===== src/rtl/utf8_stream_decoder_assert.svh =====
// Assertion macros shared by the decoder modules.
// Both expect clk and rst_n in scope.
`ifndef UTF8_STREAM_DECODER_ASSERT_SVH
`define UTF8_STREAM_DECODER_ASSERT_SVH

// Same-cycle implication.
`define UTF8SD_ASSERT_NOW(lbl, ante, cons) \
  lbl: assert property (@(posedge clk) disable iff (!rst_n) (ante) |-> (cons)) \
    else $error("utf8sd: same-cycle check failed");

// Next-cycle implication.
`define UTF8SD_ASSERT_NEXT(lbl, ante, cons) \
  lbl: assert property (@(posedge clk) disable iff (!rst_n) (ante) |=> (cons)) \
    else $error("utf8sd: next-cycle check failed");

`endif


===== src/rtl/utf8sd_pkg.sv =====
`default_nettype none

package utf8sd_pkg;

  localparam int unsigned CP_W  = 21;
  localparam int unsigned CNT_W = 3;   // 0..4 results per byte

  localparam logic [CP_W-1:0] REPL_CP = 21'h00FFFD;

  // One decoded byte's worth of output: every result but the last is U+FFFD.
  typedef struct packed {
    logic [CNT_W-1:0] count;
    logic [CP_W-1:0]  last_cp;
    logic             str_end;
  } utf8sd_job_t;

endpackage

`default_nettype wire


===== src/rtl/utf8sd_ifs.sv =====
`default_nettype none

interface utf8sd_in_if;
  logic       valid;
  logic       ready;
  logic [7:0] data_byte;
  logic       string_end;

  modport source (output valid, output data_byte, output string_end, input ready);
  modport sink   (input valid, input data_byte, input string_end, output ready);
endinterface

interface utf8sd_out_if;
  logic        valid;
  logic        ready;
  logic [20:0] code_point;
  logic        run_last;
  logic        string_done;

  modport source (output valid, output code_point, output run_last,
                  output string_done, input ready);
  modport sink   (input valid, input code_point, input run_last,
                  input string_done, output ready);
endinterface

`default_nettype wire


===== src/rtl/utf8sd_decode.sv =====
`default_nettype none
`include "utf8_stream_decoder_assert.svh"

module utf8sd_decode (
  input  wire logic          clk,
  input  wire logic          rst_n,
  utf8sd_in_if.sink          in_bus,
  output utf8sd_pkg::utf8sd_job_t job,
  output logic               job_valid,
  input  wire logic          job_ready
);

  logic        in_valid_r;
  logic [7:0]  in_byte_r;
  logic        in_end_r;

  logic        seq_active_r,   seq_active_nxt;
  logic [1:0]  seq_needed_r,   seq_needed_nxt;
  logic [1:0]  seq_gathered_r, seq_gathered_nxt;
  logic [20:0] payload_r,      payload_nxt;

  logic        advance;

  // start-byte decode (no sequence pending)
  logic [1:0]  st_need;
  logic [20:0] st_bits;
  logic        st_emit;
  logic [20:0] st_cp;

  logic        is_cont;
  logic [1:0]  gath_inc;
  logic [20:0] pay_shift;
  logic [2:0]  flush_cnt;
  utf8sd_pkg::utf8sd_job_t job_c;

  always_comb begin
    st_need = 2'd0;
    st_bits = '0;
    if (in_byte_r[7:5] == 3'b110) begin
      st_need = 2'd1;
      st_bits = {16'd0, in_byte_r[4:0]};
    end else if (in_byte_r[7:4] == 4'b1110) begin
      st_need = 2'd2;
      st_bits = {17'd0, in_byte_r[3:0]};
    end else if (in_byte_r[7:3] == 5'b11110) begin
      st_need = 2'd3;
      st_bits = {18'd0, in_byte_r[2:0]};
    end
    // ASCII, bad lead, or a lead on the final byte all give one result
    st_emit = !in_byte_r[7] || (st_need == 2'd0) || in_end_r;
    st_cp   = !in_byte_r[7] ? {13'd0, in_byte_r} : utf8sd_pkg::REPL_CP;
  end

  always_comb begin
    is_cont   = in_byte_r[7:6] == 2'b10;
    gath_inc  = seq_gathered_r + 2'd1;
    pay_shift = {payload_r[14:0], in_byte_r[5:0]};
    flush_cnt = {1'b0, seq_gathered_r} + 3'd1;

    job_c.str_end    = in_end_r;
    job_c.count      = '0;
    job_c.last_cp    = utf8sd_pkg::REPL_CP;
    seq_active_nxt   = seq_active_r;
    seq_needed_nxt   = seq_needed_r;
    seq_gathered_nxt = seq_gathered_r;
    payload_nxt      = payload_r;

    if (seq_active_r && is_cont) begin
      if (gath_inc >= seq_needed_r) begin
        job_c.count    = 3'd1;
        job_c.last_cp  = pay_shift;
        seq_active_nxt = 1'b0;
      end else if (in_end_r) begin
        // unfinished at string end: lead plus gathered bytes
        job_c.count    = {1'b0, gath_inc} + 3'd1;
        seq_active_nxt = 1'b0;
      end else begin
        seq_gathered_nxt = gath_inc;
        payload_nxt      = pay_shift;
      end
    end else begin
      // broken sequence flushes first, then this byte decodes afresh
      job_c.count = seq_active_r ? flush_cnt : 3'd0;
      if (st_emit) begin
        job_c.count   = job_c.count + 3'd1;
        job_c.last_cp = st_cp;
      end
      seq_active_nxt   = !st_emit;
      seq_needed_nxt   = st_need;
      seq_gathered_nxt = 2'd0;
      payload_nxt      = st_bits;
    end

    if (in_end_r || !seq_active_nxt) begin
      seq_active_nxt   = 1'b0;
      seq_needed_nxt   = 2'd0;
      seq_gathered_nxt = 2'd0;
      payload_nxt      = '0;
    end
  end

  assign job       = job_c;
  assign job_valid = in_valid_r && (job_c.count != 3'd0);
  assign advance   = in_valid_r && ((job_c.count == 3'd0) || job_ready);
  assign in_bus.ready = !in_valid_r || advance;

  always_ff @(posedge clk) begin
    if (!rst_n) begin
      in_valid_r <= 1'b0;
    end else if (in_bus.ready) begin
      in_valid_r <= in_bus.valid;
    end
  end

  always_ff @(posedge clk) begin
    if (in_bus.ready && in_bus.valid) begin
      in_byte_r <= in_bus.data_byte;
      in_end_r  <= in_bus.string_end;
    end
  end

  always_ff @(posedge clk) begin
    if (!rst_n) begin
      seq_active_r   <= 1'b0;
      seq_needed_r   <= 2'd0;
      seq_gathered_r <= 2'd0;
      payload_r      <= '0;
    end else if (advance) begin
      seq_active_r   <= seq_active_nxt;
      seq_needed_r   <= seq_needed_nxt;
      seq_gathered_r <= seq_gathered_nxt;
      payload_r      <= payload_nxt;
    end
  end

  // a pending sequence is always short of its continuation bytes
  `UTF8SD_ASSERT_NOW(a_seq_short, seq_active_r,
                     seq_needed_r != 2'd0 && seq_gathered_r < seq_needed_r)

endmodule

`default_nettype wire


===== src/rtl/utf8sd_emit.sv =====
`default_nettype none
`include "utf8_stream_decoder_assert.svh"

module utf8sd_emit (
  input  wire logic          clk,
  input  wire logic          rst_n,
  input  wire utf8sd_pkg::utf8sd_job_t job,
  input  wire logic          job_valid,
  output logic               job_ready,
  utf8sd_out_if.source       out_bus
);

  logic        em_valid_r;
  logic [2:0]  em_rem_r;
  logic [20:0] em_cp_r;
  logic        em_end_r;
  logic        on_last;
  logic        xfer;

  assign on_last   = em_rem_r == 3'd1;
  assign xfer      = em_valid_r && out_bus.ready;
  assign job_ready = !em_valid_r || (xfer && on_last);

  assign out_bus.valid       = em_valid_r;
  assign out_bus.code_point  = on_last ? em_cp_r : utf8sd_pkg::REPL_CP;
  assign out_bus.run_last    = on_last;
  assign out_bus.string_done = on_last && em_end_r;

  always_ff @(posedge clk) begin
    if (!rst_n) begin
      em_valid_r <= 1'b0;
      em_rem_r   <= 3'd0;
    end else if (job_ready) begin
      em_valid_r <= job_valid;
      if (job_valid) begin
        em_rem_r <= job.count;
      end
    end else if (xfer) begin
      em_rem_r <= em_rem_r - 3'd1;
    end
  end

  always_ff @(posedge clk) begin
    if (job_ready && job_valid) begin
      em_cp_r  <= job.last_cp;
      em_end_r <= job.str_end;
    end
  end

  `UTF8SD_ASSERT_NOW(a_rem_range, em_valid_r, em_rem_r != 3'd0 && em_rem_r <= 3'd4)
  `UTF8SD_ASSERT_NEXT(a_stall_hold, em_valid_r && !out_bus.ready,
                      em_valid_r && $stable(em_rem_r))
  `UTF8SD_ASSERT_NEXT(a_burst_step, xfer && !on_last,
                      em_valid_r && em_rem_r == $past(em_rem_r) - 3'd1)

endmodule

`default_nettype wire


===== src/rtl/utf8_stream_decoder.sv =====
// UTF-8 stream decoder.
// in_bus carries one byte per transfer (data_byte) with string_end set on
// the string's final byte. out_bus carries one code point per transfer;
// run_last marks the last result of an input byte, string_done the final
// result of a string. Malformed input produces U+FFFD.
// Both channels use valid/ready; a transfer happens when both are high.
// Results are sent from a result register fed by the input register.
// Throughput is one byte per cycle; lead and middle bytes of a multi-byte
// sequence produce nothing and take no output slot. A byte that yields k
// results (k up to 4, only on error flushes) holds the result register
// until all k are out; meanwhile bytes that yield nothing keep flowing and
// the first byte that yields a result waits in the input register.
// A stall on out_bus holds the current result; in_bus.ready drops as soon
// as a byte that yields a result waits in the input register.
// Synchronous reset (rst_n low) drops any pending sequence and any
// undelivered results; no clearing pass follows.
`default_nettype none

module utf8_stream_decoder (
  input  wire logic    clk,
  input  wire logic    rst_n,
  utf8sd_in_if.sink    in_bus,
  utf8sd_out_if.source out_bus
);

  utf8sd_pkg::utf8sd_job_t job;
  logic                    job_valid;
  logic                    job_ready;

  utf8sd_decode u_decode (
    .clk       (clk),
    .rst_n     (rst_n),
    .in_bus    (in_bus),
    .job       (job),
    .job_valid (job_valid),
    .job_ready (job_ready)
  );

  utf8sd_emit u_emit (
    .clk       (clk),
    .rst_n     (rst_n),
    .job       (job),
    .job_valid (job_valid),
    .job_ready (job_ready),
    .out_bus   (out_bus)
  );

endmodule

`default_nettype wire


===== src/flat_wrapper.sv =====
// flat-port wrapper written by rule: the top's interface ports become plain ports
module utf8_stream_decoder_flat 
  (clk, rst_n, in_bus_valid, in_bus_data_byte, in_bus_string_end, in_bus_ready, out_bus_valid, out_bus_code_point, out_bus_run_last, out_bus_string_done, out_bus_ready);
  utf8sd_in_if in_bus_i ();
  utf8sd_out_if out_bus_i ();
  input  wire logic clk;
  input  wire logic rst_n;
  input wire logic [$bits(in_bus_i.valid)-1:0] in_bus_valid;
  input wire logic [$bits(in_bus_i.data_byte)-1:0] in_bus_data_byte;
  input wire logic [$bits(in_bus_i.string_end)-1:0] in_bus_string_end;
  output wire logic [$bits(in_bus_i.ready)-1:0] in_bus_ready;
  output wire logic [$bits(out_bus_i.valid)-1:0] out_bus_valid;
  output wire logic [$bits(out_bus_i.code_point)-1:0] out_bus_code_point;
  output wire logic [$bits(out_bus_i.run_last)-1:0] out_bus_run_last;
  output wire logic [$bits(out_bus_i.string_done)-1:0] out_bus_string_done;
  input wire logic [$bits(out_bus_i.ready)-1:0] out_bus_ready;
  assign in_bus_i.valid = in_bus_valid;
  assign in_bus_i.data_byte = in_bus_data_byte;
  assign in_bus_i.string_end = in_bus_string_end;
  assign in_bus_ready = in_bus_i.ready;
  assign out_bus_valid = out_bus_i.valid;
  assign out_bus_code_point = out_bus_i.code_point;
  assign out_bus_run_last = out_bus_i.run_last;
  assign out_bus_string_done = out_bus_i.string_done;
  assign out_bus_i.ready = out_bus_ready;
  utf8_stream_decoder u_core (.clk(clk), .rst_n(rst_n), .in_bus(in_bus_i), .out_bus(out_bus_i));
endmodule

===== config.mk =====
export PLATFORM = sky130hd
export DESIGN_NAME = utf8_stream_decoder_flat
export DESIGN_NICKNAME = d
export VERILOG_FILES = /design/src/rtl/utf8sd_pkg.sv /design/src/rtl/utf8sd_ifs.sv /design/src/rtl/utf8sd_decode.sv /design/src/rtl/utf8sd_emit.sv /design/src/rtl/utf8_stream_decoder.sv /design/src/flat_wrapper.sv
export VERILOG_INCLUDE_DIRS = /design/src /design/src/rtl
export SDC_FILE = /design/constraint.sdc
export NUM_CORES = 1
export LEC_CHECK = 0
export ABC_CLOCK_PERIOD_IN_PS = 7900
export BUFFER_PORTS_ARGS = -buffer_cell sky130_fd_sc_hd__buf_2
export CORE_MARGIN = 10
export CORE_UTILIZATION = 40
export DETAILED_ROUTE_END_ITERATION = 12
export PLACE_DENSITY = 0.7
export SYNTH_ARGS = -nofsm -noshare
export SYNTH_HDL_FRONTEND = slang
export SYNTH_HIERARCHICAL = 1
export SYNTH_SLANG_ARGS = --single-unit

===== constraint.sdc =====
create_clock -name clk -period 7.9 [get_ports clk]
set_clock_uncertainty 0.05 [all_clocks]
set_input_delay 0.395 -clock clk [delete_from_list [all_inputs] [get_ports clk]]
set_output_delay 0.395 -clock clk [all_outputs]
set_load 0.05 [all_outputs]

==> results by stage <==
Logic synthesis:
- The Yosys warning count is 6.
- The simple-gate share of the synthesized area is 0.218.
- Yosys mapped a number of flops with a built-in enable equal to 31.
- Counting flops and latches in the post-synthesis netlist gives 56.
- The largest family of logic cells by synthesized area is simple AND/OR/NAND/NOR gates.
- For this run, the register share of the synthesized area comes to 0.529.
- The most area-hungry cell type in the Yosys netlist is edfxtp_1.
- After synthesis the cells add up to 2700 um2.
- Dividing the synthesized area by the synthesized cell count gives 10.4 um2.
- The count of mapped cells out of synthesis is 261.
- The prevailing post-synth register cell is edfxtp_1.
- The share of the synthesized netlist area taken by xor and xnor gates is 0.00648.
- Of all flip-flops after synthesis, the portion carrying an async set or reset was 0.
- Ranked by total cell area, the synthesized netlist is headed by edfxtp_1 (34%), dfxtp_1 (19%), nand2_1 (8.2%).
- The post-synthesis net count is 281.
- The fraction of the mapped netlist area in compound gates came to 0.0958.
- Measured against the total synthesized area, the mux share comes to 0.0740.
- The distinct cell type count after synthesis is 40.
- Of the post-synthesis cell area, the dominant cell type holds 0.344.
- The share of synthesized cell area in full adder, half adder and majority cells is 0.0324.

Finish:
- The area growth from synthesis to layout is 12.0%.
- After routing the design area is 3030 um2.
- In the final design database the tool counted 317 nets.
- The area of all sequential standard cells is 1430 um2.
- In the final layout, the multi-input gates occupy 1160 um2.
- The filler cells instantiated in the layout total 602.
- The repair_antennas step left the layout with diodes totalling 0.
- The count of cells in the finished layout, fillers not included, comes to 375.
- In the final layout, the share of cells above drive strength 1 is 0.185.

Detailed routing:
- The post-route antenna net violation count is 0.
- After detailed routing, the number of remaining DRC violations is 0.
- Dividing the detail-routed wire length by the instance count gives 14.0 um.
- The final layout contains routed wiring with a total length of 5270 um.
- The number of search-and-repair iterations in the first detailed-routing pass is 4.
- Detailed routing inserted a total of 1902 vias.
- The first routing iteration left 137 violations.
- Using the TritonRoute via totals, the vias-per-cell ratio works out to 5.07.

Worst setup path:
- Of all nets on the critical path, the largest fanout is 7.
- The largest stage delay on the critical path is 440 ps.
- The data arrival time at the worst-slack endpoint is 3330 ps.
- The critical path goes through inv_1 -> ha_1 -> inv_1 -> ha_1 -> a21oi_1 -> o22ai_1 -> or3b_4 -> o21ai_0 -> or2_2 -> buf_2.
- The worst register-to-register path has a setup slack of 4160 ps.
- STA classifies the critical path startpoint as a register.
- The slowest library cell on the worst path is dfxtp_1.
- The required time reported for the critical path endpoint is 7460 ps.
- The setup path with the least slack is of type register to output port.
- The type of destination of the critical path is an output port.
- In this run the critical register-to-register path is launched from u_core/u_decode/seq_gathered_r[0].
- The cell family contributing the most delay on the critical path is compound AO/OA/AOI/OAI gates.
- The count of cells along the worst register-to-register path is 10.
- Counting both buffers and inverters, the worst setup path holds a total of 3.
- The worst register-to-register path ends at u_core/u_emit/em_cp_r[5].

Pwr:
- VDD sags by at most 124 uV.
- The total power divided by cell area is 195 nW/um2.
- For this design the static power due to leakage is 1.13 nW.

Clock tree:
- Clock tree synthesis found a total of 56 sinks.
- The clock-pin slew reported for the worst setup and hold paths after clock tree synthesis is 110 ps.
- After clock tree synthesis, the setup repair step added 0 buffers.
- The root buffer cell is clkbuf_8.
- For this design, the CTS-stage hold fixing added 0 buffers.
- The number of gates resized after CTS was 0.
- The H-tree was split into 2 levels.
- The number of clock buffers added by TritonCTS is 5.
- The worst-case clock buffer depth is 2.
- The clock reaches the later pin of the worst-skew pair after 310 ps.
- The TritonCTS clock tree is yes.

GRT:
- The via count of the first global-routing pass was 1820.
- The met3 usage is 0.0317.
- The global routing usage on met2 is 0.151.
- The sum of overflow across all layers after global routing is 0.
- The initial antenna violation count is 0.
- After global routing, the most crowded layer is met2.
- The fraction of met1 tracks used by global routing is 0.146.
- The global-route total usage across every layer is 0.105.
- The largest net degree at the start of global routing is 28.
- The global-route wire length before repair is 8850 um.

Hold path:
- The class of the tightest hold or removal check is input port to register.
- For hold timing, the worst endpoint is u_core/u_decode/in_byte_r[3].
- The start point of the worst min-delay path is in_bus_data_byte[3].
- The cell depth of the worst hold path is 1.

STA:
- Of the available clock period, the critical path in the final layout requires 0.478.
- For the pin with the worst max-slew slack, the measured transition is 981 ps.
- Setup repair after global routing left no endpoint under its margin.
- The worst setup slack after layout is 4120 ps.
- The total setup violations reported at the end of the flow is 0.
- Measured against its own limit, the worst slew margin works out to 0.343.
- The number of endpoints with negative hold slack in the final report is 0.
- The routed design could run at a clock period as short as 3780 ps.
- The setup total negative slack is 0 ps.
- For this run, the top clock speed supported by timing is 265 MHz.
- The count of pins over their slew limit is 0.

Die:
- The height of the die is 102 um.
- The total die area is 10400 um2.
- The starting utilization of the core area is 0.419.
- The horizontal die dimension is 102 um.
- The placement row count is 29.
- The floorplan core area is 6460 um2.
- 38 I/O pins were placed.

Outcome:
- The run finished with clean final reports.

Job:
- Across the run, the number of max-cap violations was 0.

Placement:
- Prior to clock tree synthesis, the placed netlist has a worst setup slack of 4170 ps.
- After detailed placement, the design holds a cell count of 367.
- The sum of net half-perimeters after detailed placement is 3910 um.
- The congestion estimate from routability-driven global placement came to 0.801.
- During placement, the flow inserted port buffers numbering 37.
- The placed instances occupy a cell area of 2930 um2.
-- cells in the mapped netlist, types with 2 or more instances --
library cell and n:
nand2b_1 23, buf_6 3, nand3_1 5, xnor2_1 2, nor2_1 2, buf_4 2
edfxtp_1 31, a21oi_1 8, dfxtp_1 25, a32o_1 2, and2_1 15, a31oi_1 2
nor2b_1 4, clkbuf_1 4, o22ai_1 2, o21ai_0 9, and3_1 2, nand2_1 59
o211ai_1 2, nand3b_1 2, mux2i_1 20, inv_1 13, ha_1 7
-- layer usage --
metal,part of all wire,wire (um)
met1,0.48,2530
met2,0.43,2280
met3,0.075,397
met4,0.010,55
met5,0,0
-- worst max path at each step --
| stage | slack, ps | start | cells past startpoint | endpoint |
|---|---|---|---|---|
| after floorplan | 4660 | u_core/u_decode/seq_gathered_r[0] | 10 | u_core/u_emit/em_cp_r[0] |
| after global placement | 4270 | u_core/u_decode/seq_gathered_r[0] | 10 | u_core/u_emit/em_cp_r[13] |
| after detailed placement | 4170 | u_core/u_decode/seq_gathered_r[0] | 10 | u_core/u_emit/em_cp_r[13] |
| after CTS | 4120 | u_core/u_decode/seq_gathered_r[0] | 10 | in_bus_ready |
| after global routing | 3750 | u_core/u_decode/seq_gathered_r[0] | 10 | u_core/u_emit/em_cp_r[11] |
| final | 4120 | u_core/u_decode/seq_gathered_r[0] | 10 | in_bus_ready |
-- stage by stage --
step / power (W) / util / hold slack, ps
2_1_floorplan: 0.000415 / - / 380
3_3_place_gp: 0.000436 / 0.454 / 391
3_5_place_dp: 0.000437 / 0.454 / 397
4_1_cts: 0.000596 / 0.469 / 195
5_1_grt: 0.000619 / 0.469 / 191
6_report: 0.000592 / 0.469 / 200
-- cells in the final DEF, fill, tap and decap left out, types with 2 or more instances in the layout --
cell type    n
nor2b_1      3
inv_1       13
nand3b_1     2
a21oi_1      8
nand2_1     59
nand3_1      5
o21ai_0      9
and2_1      15
mux2i_1     20
clkbuf_8     5
a31oi_1      2
buf_4        2
o22ai_1      2
buf_2       37
nand2b_1    23
xnor2_1      2
edfxtp_1    31
dfxtp_1     25
ha_1         7
nor2_1       2
a32o_1       2
clkinvlp_4   2
o211ai_1     2
and3_1       2
-- where the power goes --
part | switching, W | leakage (nW) | internal (W)
clock network | 0.0000970 | 0.0423 | 0.0000647
logic | 0.0000725 | 0.597 | 0.0000281
registers | 0.00000793 | 0.494 | 0.000321
total | 0.000177 | 1.13 | 0.000414
-- sequential cells by signal, indices dropped and copies added (netlist names) --
| register | count |
|---|---|
| u_core/u_decode/in_valid_r | 1 |
| u_core/u_emit/out_bus.valid | 1 |
| u_core/u_decode/seq_needed_r | 2 |
| u_core/u_decode/seq_active_r | 1 |
| u_core/u_decode/in_end_r | 1 |
| u_core/u_decode/in_byte_r | 8 |
| u_core/u_decode/seq_gathered_r | 2 |
| u_core/u_emit/em_end_r | 1 |
| u_core/u_emit/em_cp_r | 21 |
| u_core/u_emit/em_rem_r | 3 |
| u_core/u_decode/payload_r | 15 |
-- cells by family (layout without fill, tap and decap cells) --
| family | after synthesis | after routing |
|---|---|---|
| mux | 20 | 20 |
| fa+ha+maj | 7 | 7 |
| simple gates | 117 | 117 |
| flops | 56 | 56 |
| buf+inv | 23 | 60 |
| compound gates | 36 | 36 |
| xor+xnor | 2 | 2 |
-- cell type report --
cell class,count,area share
sequential,56,0.473
multi-input combinational,182,0.382
inverter,13,0.0161
clock inverter,3,0.00867
timing repair buffer,39,0.0661
clock buffer,5,0.0227
tap,77,0.0318
Power figures use the tool's default switching activity.
